## src/rtl/tfa_pkg.sv

```systemverilog
// Shared types and constants for the tagged fixnum ALU core.
`default_nettype none
package tfa_pkg;

	localparam int FXN_W = 30;
	localparam int WORD_W = 32;
	localparam int FUNC_W = 4;
	localparam int TUSER_W = FUNC_W + 1;

	localparam logic [FUNC_W-1:0] FN_ADD = 4'd0;
	localparam logic [FUNC_W-1:0] FN_SUB = 4'd1;
	localparam logic [FUNC_W-1:0] FN_MUL = 4'd2;
	localparam logic [FUNC_W-1:0] FN_DIV = 4'd3;
	localparam logic [FUNC_W-1:0] FN_MOD = 4'd4;
	localparam logic [FUNC_W-1:0] FN_EQ = 4'd5;
	localparam logic [FUNC_W-1:0] FN_LT = 4'd6;
	localparam logic [FUNC_W-1:0] FN_NULL = 4'd7;
	localparam logic [FUNC_W-1:0] FN_PAIR = 4'd8;
	localparam logic [FUNC_W-1:0] FN_LIST = 4'd9;
	localparam logic [FUNC_W-1:0] FN_NUMBER = 4'd10;
	localparam logic [FUNC_W-1:0] FN_SYMBOL = 4'd11;

	localparam logic [1:0] TAG_FIXNUM = 2'd0;
	localparam logic [1:0] TAG_PAIR = 2'd1;
	localparam logic [1:0] TAG_SYMBOL = 2'd2;

	localparam logic [WORD_W-1:0] WORD_NIL = 32'd3;
	localparam logic [WORD_W-1:0] WORD_TRUE = 32'd7;
	localparam logic [WORD_W-1:0] WORD_ERR = 32'd11;

	localparam logic [FXN_W-1:0] FXN_MAX = 30'h1FFFFFFF;
	localparam logic [FXN_W-1:0] FXN_MIN = 30'h20000000;

	localparam int DIV_STEPS = FXN_W;
	localparam int DIV_CNT_W = $clog2(DIV_STEPS);

	typedef enum logic [2:0] {
		ST_IDLE,
		ST_EXEC,
		ST_MULCHK,
		ST_DIV,
		ST_FIN
	} tfa_state_t;

	typedef struct packed {
		logic capture;
		logic exec;
		logic mulchk;
		logic div_step;
		logic fin;
	} tfa_cmd_t;

	typedef struct packed {
		logic mul_step;
		logic last;
		logic div_need;
	} tfa_sts_t;

endpackage
`default_nettype wire

```

## src/rtl/tfa_ctrl.sv

```systemverilog
// Controller state machine: sequences capture, execute, multiply check, divide and result load.
`default_nettype none
module tfa_ctrl (
	input  wire logic             clk,
	input  wire logic             arst_n,
	input  wire logic             s_axis_tvalid,
	output logic                  s_axis_tready,
	output logic                  m_axis_tvalid,
	input  wire logic             m_axis_tready,
	input  wire tfa_pkg::tfa_sts_t sts,
	output tfa_pkg::tfa_cmd_t     cmd
);
	import tfa_pkg::*;

	tfa_state_t state_q;
	tfa_state_t state_d;
	logic [DIV_CNT_W-1:0] div_cnt_q;
	logic out_vld_q;
	logic out_free;

	assign out_free = ~out_vld_q | m_axis_tready;
	assign m_axis_tvalid = out_vld_q;

	always_ff @(posedge clk or negedge arst_n) begin
		if (!arst_n) begin
			state_q <= ST_IDLE;
			div_cnt_q <= '0;
			out_vld_q <= 1'b0;
		end else begin
			state_q <= state_d;
			if (cmd.exec) begin
				div_cnt_q <= '0;
			end else if (cmd.div_step) begin
				div_cnt_q <= div_cnt_q + 1'b1;
			end
			if (cmd.fin) begin
				out_vld_q <= 1'b1;
			end else if (m_axis_tready) begin
				out_vld_q <= 1'b0;
			end
		end
	end

	always_comb begin
		state_d = state_q;
		cmd = '0;
		s_axis_tready = 1'b0;
		case (state_q)
			ST_IDLE: begin
				s_axis_tready = 1'b1;
				if (s_axis_tvalid) begin
					cmd.capture = 1'b1;
					state_d = ST_EXEC;
				end
			end
			ST_EXEC: begin
				cmd.exec = 1'b1;
				if (sts.mul_step) begin
					state_d = ST_MULCHK;
				end else if (!sts.last) begin
					state_d = ST_IDLE;
				end else if (sts.div_need) begin
					state_d = ST_DIV;
				end else begin
					state_d = ST_FIN;
				end
			end
			ST_MULCHK: begin
				cmd.mulchk = 1'b1;
				state_d = sts.last ? ST_FIN : ST_IDLE;
			end
			ST_DIV: begin
				cmd.div_step = 1'b1;
				if (div_cnt_q == DIV_CNT_W'(DIV_STEPS - 1)) begin
					state_d = ST_FIN;
				end
			end
			ST_FIN: begin
				if (out_free) begin
					cmd.fin = 1'b1;
					state_d = ST_IDLE;
				end
			end
			default: begin
				state_d = ST_IDLE;
			end
		endcase
	end

endmodule
`default_nettype wire

```

## src/rtl/tfa_dp.sv

```systemverilog
// Datapath: call state, fold adder, multiplier, restoring divider and result word.
`default_nettype none
module tfa_dp (
	input  wire logic                          clk,
	input  wire logic                          arst_n,
	input  wire tfa_pkg::tfa_cmd_t             cmd,
	output tfa_pkg::tfa_sts_t                  sts,
	input  wire logic [tfa_pkg::WORD_W-1:0]    in_word,
	input  wire logic [tfa_pkg::TUSER_W-1:0]   in_user,
	input  wire logic                          in_last,
	output logic [tfa_pkg::WORD_W-1:0]         res_word,
	output logic                               res_err
);
	import tfa_pkg::*;

	logic [FUNC_W-1:0] fn_in_q;
	logic [WORD_W-1:0] word_q;
	logic first_q;
	logic last_q;

	logic [FXN_W-1:0] run_q;
	logic [WORD_W-1:0] first_word_q;
	logic [1:0] cnt_q;
	logic err_q;
	logic [FUNC_W-1:0] func_q;

	logic signed [2*FXN_W-1:0] prod_q;
	logic [FXN_W-1:0] rem_q;
	logic [FXN_W-1:0] quo_q;
	logic [FXN_W-1:0] dvs_q;
	logic [WORD_W-1:0] res_q;
	logic res_err_q;

	logic new_call;
	logic [FUNC_W-1:0] f;
	logic [1:0] n;
	logic arith;
	logic err_now;
	logic fold;
	logic signed [FXN_W-1:0] acc;
	logic signed [FXN_W-1:0] arg_v;
	logic [FXN_W:0] sum;
	logic sum_ok;
	logic prod_ok;
	logic [FXN_W-1:0] mag_a;
	logic [FXN_W-1:0] mag_v;
	logic [FXN_W:0] trial;
	logic q_neg;
	logic q_ovf;
	logic [FXN_W-1:0] q_val;
	logic [FXN_W-1:0] r_val;
	logic [1:0] tag;
	logic pred;
	logic [WORD_W-1:0] res_c;

	assign new_call = first_q | (cnt_q == 2'd0);
	assign f = new_call ? fn_in_q : func_q;
	assign n = new_call ? 2'd0 : cnt_q;
	assign arith = (f <= FN_MOD) | (f == FN_LT);
	assign err_now = (~new_call & err_q) | (arith & (word_q[1:0] != TAG_FIXNUM));
	assign acc = signed'(run_q);
	assign arg_v = signed'(word_q[WORD_W-1:2]);
	assign fold = (f <= FN_MUL) & (n != 2'd0) & ~err_now;
	assign sum = (f == FN_ADD) ? ({acc[FXN_W-1], acc} + {arg_v[FXN_W-1], arg_v})
	                           : ({acc[FXN_W-1], acc} - {arg_v[FXN_W-1], arg_v});
	assign sum_ok = sum[FXN_W] == sum[FXN_W-1];
	assign prod_ok = prod_q[2*FXN_W-1:FXN_W-1] == {(FXN_W+1){prod_q[FXN_W-1]}};
	assign mag_a = run_q[FXN_W-1] ? (~run_q + 1'b1) : run_q;
	assign mag_v = word_q[WORD_W-1] ? (~word_q[WORD_W-1:2] + 1'b1) : word_q[WORD_W-1:2];
	assign trial = {rem_q, quo_q[FXN_W-1]} - {1'b0, dvs_q};

	assign sts.mul_step = fold & (f == FN_MUL);
	assign sts.last = last_q;
	assign sts.div_need = ((f == FN_DIV) | (f == FN_MOD)) & (n == 2'd1) & ~err_now
		& (arg_v != '0);

	assign q_neg = run_q[FXN_W-1] ^ word_q[WORD_W-1];
	assign q_ovf = ~q_neg & quo_q[FXN_W-1];
	assign q_val = q_neg ? (~quo_q + 1'b1) : quo_q;
	assign r_val = run_q[FXN_W-1] ? (~rem_q + 1'b1) : rem_q;
	assign tag = first_word_q[1:0];

	always_comb begin
		res_c = WORD_ERR;
		pred = 1'b0;
		case (func_q)
			FN_ADD, FN_SUB, FN_MUL: begin
				if (cnt_q >= 2'd2 && !err_q) begin
					res_c = {run_q, TAG_FIXNUM};
				end
			end
			FN_DIV: begin
				if (cnt_q == 2'd2 && !err_q && arg_v != '0 && !q_ovf) begin
					res_c = {q_val, TAG_FIXNUM};
				end
			end
			FN_MOD: begin
				if (cnt_q == 2'd2 && !err_q && arg_v != '0) begin
					res_c = {r_val, TAG_FIXNUM};
				end
			end
			FN_EQ: begin
				if (cnt_q == 2'd2) begin
					res_c = (first_word_q == word_q) ? WORD_TRUE : WORD_NIL;
				end
			end
			FN_LT: begin
				if (cnt_q == 2'd2 && !err_q) begin
					res_c = (acc < arg_v) ? WORD_TRUE : WORD_NIL;
				end
			end
			FN_NULL, FN_PAIR, FN_LIST, FN_NUMBER, FN_SYMBOL: begin
				case (func_q)
					FN_NULL: pred = first_word_q == WORD_NIL;
					FN_PAIR: pred = tag == TAG_PAIR;
					FN_LIST: pred = (first_word_q == WORD_NIL) | (tag == TAG_PAIR);
					FN_NUMBER: pred = tag == TAG_FIXNUM;
					default: pred = tag == TAG_SYMBOL;
				endcase
				if (cnt_q == 2'd1) begin
					res_c = pred ? WORD_TRUE : WORD_NIL;
				end
			end
			default: begin
				res_c = WORD_ERR;
			end
		endcase
	end

	always_ff @(posedge clk or negedge arst_n) begin
		if (!arst_n) begin
			run_q <= '0;
			first_word_q <= '0;
			cnt_q <= 2'd0;
			err_q <= 1'b0;
			func_q <= '0;
		end else begin
			if (cmd.exec) begin
				func_q <= f;
				if (new_call) begin
					first_word_q <= word_q;
				end
				cnt_q <= (n == 2'd3) ? 2'd3 : n + 2'd1;
				err_q <= err_now | (fold & (f != FN_MUL) & ~sum_ok);
				if (arith && n == 2'd0) begin
					run_q <= word_q[WORD_W-1:2];
				end else if (fold && f != FN_MUL && sum_ok) begin
					run_q <= sum[FXN_W-1:0];
				end
			end else if (cmd.mulchk) begin
				if (prod_ok) begin
					run_q <= prod_q[FXN_W-1:0];
				end else begin
					err_q <= 1'b1;
				end
			end else if (cmd.fin) begin
				cnt_q <= 2'd0;
			end
		end
	end

	always_ff @(posedge clk) begin
		if (cmd.capture) begin
			fn_in_q <= in_user[FUNC_W-1:0];
			first_q <= in_user[FUNC_W];
			word_q <= in_word;
			last_q <= in_last;
		end
		if (cmd.exec) begin
			prod_q <= acc * arg_v;
			quo_q <= mag_a;
			rem_q <= '0;
			dvs_q <= mag_v;
		end else if (cmd.div_step) begin
			if (!trial[FXN_W]) begin
				rem_q <= trial[FXN_W-1:0];
				quo_q <= {quo_q[FXN_W-2:0], 1'b1};
			end else begin
				rem_q <= {rem_q[FXN_W-2:0], quo_q[FXN_W-1]};
				quo_q <= {quo_q[FXN_W-2:0], 1'b0};
			end
		end
		if (cmd.fin) begin
			res_q <= res_c;
			res_err_q <= res_c == WORD_ERR;
		end
	end

	assign res_word = res_q;
	assign res_err = res_err_q;

endmodule
`default_nettype wire

```

## src/rtl/tagged_fixnum_alu_core.sv

```systemverilog
// Top level: tagged fixnum ALU core over a stream of argument words.
// Each argument word is captured, then executed; a multiply step adds a check of the product register.
// A last argument also loads the result register; divide and modulo first run the
// shared restoring divider, one quotient bit per cycle.
// The next word is taken while a result still waits in the output register.
// Asynchronous active-low reset clears call state and returns the controller to idle.
`default_nettype none
module tagged_fixnum_alu_core (
	input  wire logic                        clk,
	input  wire logic                        arst_n,
	input  wire logic                        s_axis_tvalid,
	output logic                             s_axis_tready,
	input  wire logic [tfa_pkg::WORD_W-1:0]  s_axis_tdata,  // [31:0] arg_word
	input  wire logic                        s_axis_tlast,  // arg_last
	input  wire logic [tfa_pkg::TUSER_W-1:0] s_axis_tuser,  // [3:0] func, [4] arg_first
	output logic                             m_axis_tvalid,
	input  wire logic                        m_axis_tready,
	output logic [tfa_pkg::WORD_W-1:0]       m_axis_tdata,  // [31:0] result_word
	output logic                             m_axis_tuser   // [0] is_error
);
	import tfa_pkg::*;

	tfa_cmd_t cmd;
	tfa_sts_t sts;

	tfa_ctrl u_ctrl (
		.clk           (clk),
		.arst_n        (arst_n),
		.s_axis_tvalid (s_axis_tvalid),
		.s_axis_tready (s_axis_tready),
		.m_axis_tvalid (m_axis_tvalid),
		.m_axis_tready (m_axis_tready),
		.sts           (sts),
		.cmd           (cmd)
	);

	tfa_dp u_dp (
		.clk      (clk),
		.arst_n   (arst_n),
		.cmd      (cmd),
		.sts      (sts),
		.in_word  (s_axis_tdata),
		.in_user  (s_axis_tuser),
		.in_last  (s_axis_tlast),
		.res_word (m_axis_tdata),
		.res_err  (m_axis_tuser)
	);

endmodule
`default_nettype wire

```

## config.mk

```make
export PLATFORM = sky130hd
export DESIGN_NAME = tagged_fixnum_alu_core
export DESIGN_NICKNAME = d
export VERILOG_FILES = /design/src/rtl/tfa_pkg.sv /design/src/rtl/tfa_ctrl.sv /design/src/rtl/tfa_dp.sv /design/src/rtl/tagged_fixnum_alu_core.sv
export SDC_FILE = /design/constraint.sdc
export NUM_CORES = 2
export LEC_CHECK = 0
export ABC_CLOCK_PERIOD_IN_PS = 25500
export BUFFER_PORTS_ARGS = -buffer_cell sky130_fd_sc_hd__buf_2
export CELL_PAD_IN_SITES_DETAIL_PLACEMENT = 0
export CELL_PAD_IN_SITES_GLOBAL_PLACEMENT = 1
export CORE_MARGIN = 2
export CORE_UTILIZATION = 56
export CTS_CLUSTER_SIZE = 16
export DETAILED_ROUTE_END_ITERATION = 10
export PLACE_DENSITY_LB_ADDON = 0.1
export SYNTH_ARGS = -nofsm -noshare
export SYNTH_HDL_FRONTEND = slang
export SYNTH_SLANG_ARGS = --single-unit
```

## constraint.sdc

```tcl
create_clock -name clk -period 25.5 [get_ports clk]
set_input_delay 3.825 -clock clk [delete_from_list [all_inputs] [get_ports clk]]
set_output_delay 3.825 -clock clk [all_outputs]
set_load 0.01 [all_outputs]
```

==> impl_metrics.csv <==
group,metric,value,unit
worst_setup_path,cp.buffers_inverters,7,
synthesis,ys_seq_area_share,15.9,%
worst_setup_path,cpMostUsedCell,"fa_1",
worst_setup_path,critPathLaunchType,"register",
route,wl_per_cell,23.8,µm
cts,cts_hold_repair.buffers,0,
cts,cts-buffers-inserted,38,
route,drt_iter0_markers,3482,
timing,hold_viol,0,
timing,holdWs,0.514,ns
place,io_buffers,76,
timing,drv_slew,0,
synthesis,netlist_area,51900,µm²
worst_setup_path,worst-setup-path-type,"reg -> reg",
worst_setup_path,cp.required,25.85,ns
die,fp.dieH,308,µm
worst_setup_path,cpMaxStageDelayCell,"dfrtp_1",
run_status,status,"finished clean",
global_routing,grt_util_all_layers,35.9,%
route,wl,163000,µm
cts,cts_tree,"built",
place,place_congestion,0.969,
synthesis,ys.flop_type,"edfxtp_1",
cells_and_area,layout-drive-gt1-share,5.03,%
cells_and_area,final_nets,6834,
die,io_pins,77,
place,hpwl,121000,µm
hold_path,min_path_cells,1,
route,ant_nets,0,
timing,clock.fmax,101,MHz
cts,clock_latency,0.62,ns
timing,rsz0062_at_grt,"no",
worst_setup_path,crit_path_max_incr_delay,0.95,ns
worst_setup_path,crit_fanout,20,
hold_path,hp-class,"reg -> reg",
global_routing,grt.overflow.total,0,
synthesis,syn_nets,6947,
cells_and_area,final_cell_mix,"inv_1, fa_1, nand2_1",
route,via_per_inst,5.82,
timing,period_minus_slack,9.94,ns
place,dp_cells,6763,
worst_setup_path,end_kind,"register",
cells_and_area,fillers,8190,
worst_setup_path,worst-path-stages,27,
synthesis,synth-edff-count,190,
timing,fin_skew,0.0450,ns
synthesis,netlist-cell-type-count,86,
cells_and_area,final_common_cell,"inv_1",
timing,setup_ws,15.56,ns
die,fp.dieW,308,µm
worst_setup_path,cp_top_family,"adder cells",
cts,cts_max_level,2,
die,coreArea,91800,µm²
die,initial_core_util,56.5,%
route,firstDrtPassIters,6,
synthesis,async_flop_share,26.2,%
worst_setup_path,arrival,10.28,ns
cts,clk_pin_slew_worst_paths,0.06,ns
route,num_vias,39700,
synthesis,ys_ff_latch,298,
timing,relSlewSlack,19.2,%
timing,finalCritPeriodShare,39.0,%
synthesis,yosys_warnings,0,
cts,cts_root_buffer,"clkbuf_16",
cells_and_area,syn2layout_area_growth,5.10,%
route,drc,0,
die,rows,111,
global_routing,grt_max_degree,69,
cts,cts_sinks,298,
global_routing,grt_pass1_wl,255000,µm
job,maxCapViolations,0,
cts,cts_setup_buffers,0,
timing,setup_violations,0,
cells_and_area,final_cells,6833,
synthesis,synthCells,5673,
cells_and_area,seq_area,8260,µm²
timing,tightest_slew,1.21,ns
timing,tns,0,ns
cts,clock_path_buffers,3,
cts,post_cts_resized,0,
worst_setup_path,reg2reg_depth,27,
cells_and_area,multi_input_area,38200,µm²
die,die-area,95100,µm²
place,pre_cts_slack,15.87,ns
global_routing,antenna_found_initial,6,
global_routing,grt_pass1_vias,41500,
synthesis,avgSynthCellArea,9.15,µm²
## logic make-up after synthesis
group,share of synthesized area [%]
muxes,0.928
buffers and inverters,10.5
and+or+nand+nor,15.3
AOI/OAI and AO/OA,9.35
xor gates and xnor gates,4.37
DFF,15.9
adders and majority gates,43.6
## state kept, by name, summed over array words and instances (netlist names), 2 cells and up
register / count
u_dp.prod_q: 60
u_dp.first_word_q: 32
u_dp.word_q: 32
u_dp.res_word: 31
u_dp.acc: 30
u_dp.dvs_q: 30
u_dp.quo_q: 30
u_dp.rem_q: 30
u_ctrl.div_cnt_q: 5
u_dp.fn_in_q: 4
u_dp.func_q: 4
u_ctrl.state_q: 3
u_dp.cnt_q: 2
## final timing paths
path                                     start             endpoint  slack (ns)
min in group asynchronous               arst_n         u_dp.acc[21]        3.13
max in group asynchronous               arst_n         u_dp.acc[29]       21.16
min reg2reg                u_ctrl.div_cnt_q[4]  u_ctrl.div_cnt_q[4]        0.51
max                                u_dp.acc[8]      u_dp.prod_q[58]       15.56
max reg2reg                        u_dp.acc[8]      u_dp.prod_q[58]       15.56
min                        u_ctrl.div_cnt_q[4]  u_ctrl.div_cnt_q[4]        0.51
## worst register-to-register path: cells and delay by family, from the launching register on
family / cells / cell delay [ns]
fa+ha+maj: 10 / 4.51
compound gates: 8 / 3.13
flops: 1 / 0.95
buf+inv: 7 / 0.89
xor+xnor: 1 / 0.14
simple gates: 1 / 0.07
## layer usage
| layer | track usage (%) | routed length [µm] |
|---|---|---|
| met2 | 54.7 | 71900 |
| met4 | 11.1 | 5870 |
| met1 | 51.7 | 69000 |
| met5 | 0 | 0 |
| met3 | 7.61 | 15900 |
## layout make-up
cell class              instances  share of cell area, %
multi-input cells            3931                   70.0
flip-flops and latches        298                   15.1
inverters                    1121                   7.72
well taps                    1243                   2.85
repair buffers                170                   2.00
clock buffers                  52                   1.95
clock inverters                17                  0.312
diodes                          1                0.00459
## Yosys cell counts (all sizes together), types with 8 or more instances
cell type | count | area [µm²]
o21bai | 8 | 60.1
o21a | 24 | 181
a31oi | 36 | 225
o31ai | 39 | 293
a21o | 47 | 353
nor4 | 39 | 259
nand3 | 60 | 300
buf | 41 | 203
and3 | 25 | 156
o311ai | 24 | 210
xnor2 | 151 | 1320
nor2 | 219 | 822
xor2 | 106 | 947
edfxtp | 190 | 5710
clkbuf | 282 | 1060
o21ai | 249 | 1250
o211ai | 21 | 163
a21oi | 159 | 796
or3 | 38 | 243
fa | 961 | 19200
nand2b | 39 | 244
nor2b | 22 | 138
nand4 | 30 | 188
a211o | 8 | 70.1
mux2 | 27 | 312
o22ai | 9 | 56.3
dfrtp | 78 | 1950
mux2i | 17 | 170
nand2 | 673 | 2530
nor3 | 59 | 300
ha | 271 | 3390
dfxtp | 30 | 601
o221ai | 10 | 87.6
a211oi | 35 | 268
and2 | 386 | 2410
a22oi | 23 | 173
or4 | 14 | 109
o41ai | 10 | 87.6
inv | 1120 | 4200
## per-stage QoR
stage | util [%] | cell area [µm²]
floorplan | - | 51900
global placement | 58.0 | 53300
detailed placement | 58.0 | 53300
CTS | 59.4 | 54500
global route | 59.4 | 54500
finish | 59.4 | 54500
Power is left out: the tool's default activity adds up to more than one toggle a clock period on the data nets, which glitch-free logic cannot reach.
